==> src/hdl/bcip_ram.sv <==
`timescale 1ns / 1ps
`default_nettype none

module bcip_ram #(
    parameter int WIDTH = 48,
    parameter int DEPTH = 64
) (
    input  wire logic                     i_clk,
    input  wire logic                     i_wr_en,
    input  wire logic [$clog2(DEPTH)-1:0] i_wr_addr,
    input  wire logic [WIDTH-1:0]         i_wr_data,
    input  wire logic                     i_rd_en,
    input  wire logic [$clog2(DEPTH)-1:0] i_rd_addr,
    output logic      [WIDTH-1:0]         o_rd_data
);

    logic [WIDTH-1:0] r_mem [DEPTH];

    always_ff @(posedge i_clk) begin
        if (i_wr_en) begin
            r_mem[i_wr_addr] <= i_wr_data;
        end
        if (i_rd_en) begin
            o_rd_data <= r_mem[i_rd_addr];
        end
    end

endmodule

`default_nettype wire

==> config.mk <==
export PLATFORM = sky130hd
export DESIGN_NAME = bcip_ram
export DESIGN_NICKNAME = d
export VERILOG_FILES = /design/src/hdl/bcip_ram.sv
export SDC_FILE = /design/constraint.sdc
export NUM_CORES = 2
export LEC_CHECK = 0
export ABC_CLOCK_PERIOD_IN_PS = 5300
export BUFFER_PORTS_ARGS = -buffer_cell sky130_fd_sc_hd__buf_2
export CORE_MARGIN = 2
export CORE_UTILIZATION = 55
export CTS_CLUSTER_DIAMETER = 200
export DETAILED_ROUTE_END_ITERATION = 16
export MAX_ROUTING_LAYER = met4
export PLACE_DENSITY = 0.71
export SETUP_SLACK_MARGIN = 0.1
export SYNTH_ARGS = -nofsm -noshare
export SYNTH_HDL_FRONTEND = slang
export SYNTH_SLANG_ARGS = --single-unit
==> constraint.sdc <==
create_clock -name i_clk -period 5.3 [get_ports i_clk]
set_clock_uncertainty 0.15 [all_clocks]
set_input_delay 0.265 -clock i_clk [delete_from_list [all_inputs] [get_ports i_clk]]
set_output_delay 0.265 -clock i_clk [all_outputs]
set_load 0.05 [all_outputs]
* After elaboration in Yosys (flattened, before gate mapping)
Memory sizes are Yosys's and may differ from the RTL's. A register that Yosys moved wholly into a read port is not among the register bits. Index checks and enable logic that the tools add are counted.
Cells by class: multiplexer cells 2
Operator list (number):
- $mux 1 | 2
Word-level totals: memories 1, bits of input ports 63, flip-flop bits (word level) 0, output and inout bits 48, logic and storage cells 3, RAM bits 3072
Memory list:
- r_mem | words 64, width 48, rd ports 1, clocked after Yosys merged registers in 1, wr ports 1, line 17 | logic [WIDTH-1:0] r_mem [DEPTH];

* Depth between registers and ports, before layout
word-level depth 2, gate-level depth with buffers 9, mapped depth without buffers 5

* Least setup slack after synthesis
No wires, ideal clock.
path type input -> register, start in i_wr_addr[3], end mem r_mem[48][0] (enable), library setup time 513 ps, required time 4637 ps, cell stages on the path 4, path buffers 1, path slack 600 ps, arrival time 4037 ps, path through clkbuf_1 -> nor2b_1 -> nand4b_1 -> nor3_1
RTL lines:
- from (decl) | line 10 | input wire logic [$clog2(DEPTH)-1:0] i_wr_addr,
- to (decl) | line 17
No word-level cell before the write port.

* Final worst setup path
start in i_wr_addr[1], end mem r_mem[15][13] (enable)
No word-level cell before the write port.

==> results.yml <==
setup_path:
  cp_top_family: "buffers and inverters"
  worst_path_largest_cell_delay_ns: 0.84
  timing.setup.critical_path_class: "input pin to register"
  data_arrival_time_of_the_critical_path_ns: 3.63
  cp.buffers_inverters: 4
  start_kind: "input pin"
  critical_path.endpoint_type: "register"
  worstPathCellList: "dlygate4sd3_1 -> buf_2 -> nand4_1 -> nor2_4 -> buf_4 -> buf_4"
  critPathMaxFanout: 25
  crit_start: "i_wr_addr[1]"
  critPathMostFrequentCell: "sky130_fd_sc_hd__buf_4"
  regToRegStartpoint: "r_mem[47][26]"
  cpMaxStageDelayCell: "sky130_fd_sc_hd__nand4_1"
  cp_data_required_time_ns: 5.68
route:
  post_drt_via_cell_ratio: 6.96
  vias: 58500
  drt_first_iter_violations: 9047
  route.antenna.remaining_nets: 0
  wire_per_inst_um: 36.9
  drc_errors: 0
  drt-total-wl_mm: 310
  first_pass_iters: 5
floorplan:
  coreArea_um2: 212000
  die_w_um: 466
  initial_core_util_pct: 55.4
  cell_rows: 169
  die_y_um: 466
  top_level_ports: 111
  total_die_area_um2: 218000
synthesis:
  postSynthNetCount: 5033
  yosys_register_bits: 3120
  synth_area_um2: 118000
  ys_seq_area_share_pct: 79.7
  yosys_warnings: 0
  syn_avg_cell_area_um2: 23.7
  synth.lib_cells_used.distinct: 35
  syn_inst: 4970
power_and_ir_drop:
  max-vdd-ir-drop_v: 0.000363
  swShare_pct: 20.8
  sequentialPowerShare_pct: 53.6
  p_int_mw: 40.6
  power_density_nw_per_um2: 386
  power.share.clock_pct: 41.6
  comb_power_share_pct: 4.8
  power.leakage_nw: 41.2
  power.switching_mw: 10.7
timing:
  rsz_0062_raised_after_global_routing: "no"
  max_slew_margin_pct: -0.914
  whs_ns: 0.0206
  finalSetupViolations: 0
  finalHoldViolations: 0
  maxSlewViolCount: 22
  period_share_pct: 61.3
  tightestPinTransition_ns: 1.51
  period_minus_slack_ns: 3.25
  setup_tns_ns: 0
  timing.fmax_mhz: 308
flow_run:
  timing.max_cap.violations: 1
clock_network:
  post_cts.resized_instances: 0
  cts_setup_buffers: 0
  clock_tree_from_tritoncts: "done"
  clockRootBuffer: "sky130_fd_sc_hd__clkbuf_16"
  clk_transition_reported_paths_ns: 0.05
  clk-insertion-delay-late_ns: 0.92
  clock_sink_count: 3120
  cts_buffers: 317
  cts_hold_buffers: 53
  cts_buffer_depth: 4
  htree_num_levels: 5
finish:
  finish.cell_count_without_fillers: 8401
  final_layout_size_suffix_gt1_share_pct: 27.8
  syn_to_final_growth_pct: 12.9
  layout_commonest_cell: "sky130_fd_sc_hd__edfxtp_1"
  most_frequent_cells_in_the_layout: "sky130_fd_sc_hd__edfxtp_1 (3120), sky130_fd_sc_hd__mux4_2 (754), sky130_fd_sc_hd__clkbuf_16 (325), sky130_fd_sc_hd__buf_4 (146), sky130_fd_sc_hd__o22ai_1 (122)"
  final_net_count: 5410
placed_design:
  detailedPlacementHpwl_mm: 165
  placed_cells: 7796
  place.gp.congestion: 0.812
  buffer_ports.inserted: 110
min_path:
  worst_hold_startpoint: "i_wr_data[29]"
  timing.hold.worst.class: "input pin to register"
global_route:
  globalRouteTotalUtil_pct: 29.4
  grt_first_pass_wirelength_mm: 433
  met1_grt_util_pct: 40.2
  grt_max_degree: 102
  gr-total-overflow: 0
  globalRoute.busiestLayer: "met2"
  groute.layer.met3.usage_pct: 5.45
  globalRouteMet2Util_pct: 45.5
  number_of_antenna_violations_at_the_first_check_in_global_routing: 25
  via_count_of_the_first_global_routing_pass: 57400
status:
  violated_checks: "capacitance limit, slew limit"
  status: "complete, but fails checks"
area by class of cell:
class,instances,area [µm²]
Clock buffer,382,8350
Tap cell,2821,3530
Sequential cell,3120,93700
Fill cell,13800,79600
Multi-Input combinational cell,1568,22900
Antenna cell,13,32.5
Timing Repair Buffer,340,2850
Clock inverter,157,1330
layer usage:
layer  share of wire, %  vias up
met3                 11      678
met4                3.5        0
met1                 37    31600
met5                  0        -
met2                 49     3970
li1                   -    22300
state kept, by name, indices dropped and copies added (netlist names):
name / flops
o_rd_data: 48
r_mem: 3072
cell families after synthesis:
group / synth area share (%)
AO/OA/AOI/OAI: 3.01
multiplexers: 15.1
buffers and inverters: 1.27
flip-flops: 79.7
AND/OR/NAND/NOR: 0.953
power by group through the flow:
stage / Combinational [mW] / Clock [mW] / Sequential [mW]
2_1_floorplan: 1.31 / 0 / 28.1
3_3_place_gp: 2.37 / 0 / 28.0
3_5_place_dp: 2.41 / 0 / 28.0
4_1_cts: 2.46 / 21.5 / 27.5
5_1_grt: 2.59 / 22.4 / 27.5
6_report: 2.46 / 21.3 / 27.5
through the flow:
step / area, µm² / worst slack, ns / util (%) / power [mW]
6_report: 133000 / 2.05 / 62.5 / 51.2
3_3_place_gp: 122000 / 1.67 / 57.7 / 30.4
5_1_grt: 133000 / 2.01 / 62.5 / 52.4
4_1_cts: 133000 / 2.13 / 62.5 / 51.4
2_1_floorplan: 118000 / 0.600 / - / 29.4
3_5_place_dp: 122000 / 1.64 / 57.7 / 30.4
path summary, 6_finish.rpt:
path,cells after the start,end,slack (ns)
max,6,r_mem[15][13],2.05
min reg2reg,4,o_rd_data[36],0.72
min,1,r_mem[37][29],0.02
max reg2reg,5,o_rd_data[26],2.96
synthesized netlist by cell type:
| library cell | count | area (µm²) |
|---|---|---|
| sky130_fd_sc_hd__mux2i_1 | 63 | 631 |
| sky130_fd_sc_hd__clkbuf_1 | 98 | 368 |
| sky130_fd_sc_hd__a22oi_1 | 72 | 541 |
| sky130_fd_sc_hd__a21oi_1 | 74 | 370 |
| sky130_fd_sc_hd__a31o_2 | 5 | 43.8 |
| sky130_fd_sc_hd__mux2_2 | 12 | 135 |
| sky130_fd_sc_hd__a211oi_1 | 32 | 240 |
| sky130_fd_sc_hd__or3b_2 | 4 | 35.0 |
| sky130_fd_sc_hd__a311o_1 | 1 | 10.0 |
| sky130_fd_sc_hd__nand4b_1 | 1 | 8.76 |
| sky130_fd_sc_hd__mux4_2 | 754 | 17000 |
| sky130_fd_sc_hd__nand4_1 | 2 | 12.5 |
| sky130_fd_sc_hd__nand2_1 | 55 | 206 |
| sky130_fd_sc_hd__buf_1 | 12 | 45.0 |
| sky130_fd_sc_hd__a311oi_1 | 11 | 96.3 |
| sky130_fd_sc_hd__and2_1 | 3 | 18.8 |
| sky130_fd_sc_hd__a22o_1 | 57 | 499 |
| sky130_fd_sc_hd__nand2b_1 | 10 | 62.6 |
| sky130_fd_sc_hd__nand3b_1 | 5 | 37.5 |
| sky130_fd_sc_hd__or2_2 | 3 | 18.8 |
| sky130_fd_sc_hd__o22ai_1 | 122 | 763 |
| sky130_fd_sc_hd__buf_4 | 62 | 465 |
| sky130_fd_sc_hd__o221ai_1 | 28 | 245 |
| sky130_fd_sc_hd__a221oi_1 | 83 | 727 |
| sky130_fd_sc_hd__nand3_1 | 7 | 35.0 |
| sky130_fd_sc_hd__nor2_1 | 132 | 495 |
| sky130_fd_sc_hd__a31oi_1 | 1 | 6.26 |
| sky130_fd_sc_hd__edfxtp_1 | 3120 | 93700 |
| sky130_fd_sc_hd__clkbuf_2 | 1 | 5.00 |
| sky130_fd_sc_hd__nor3_1 | 3 | 15.0 |
| sky130_fd_sc_hd__buf_6 | 11 | 124 |
| sky130_fd_sc_hd__buf_2 | 98 | 490 |
| sky130_fd_sc_hd__and3_1 | 1 | 6.26 |
| sky130_fd_sc_hd__nor2b_1 | 24 | 150 |
| sky130_fd_sc_hd__or3_1 | 3 | 18.8 |
Power figures use the tool's default switching activity.
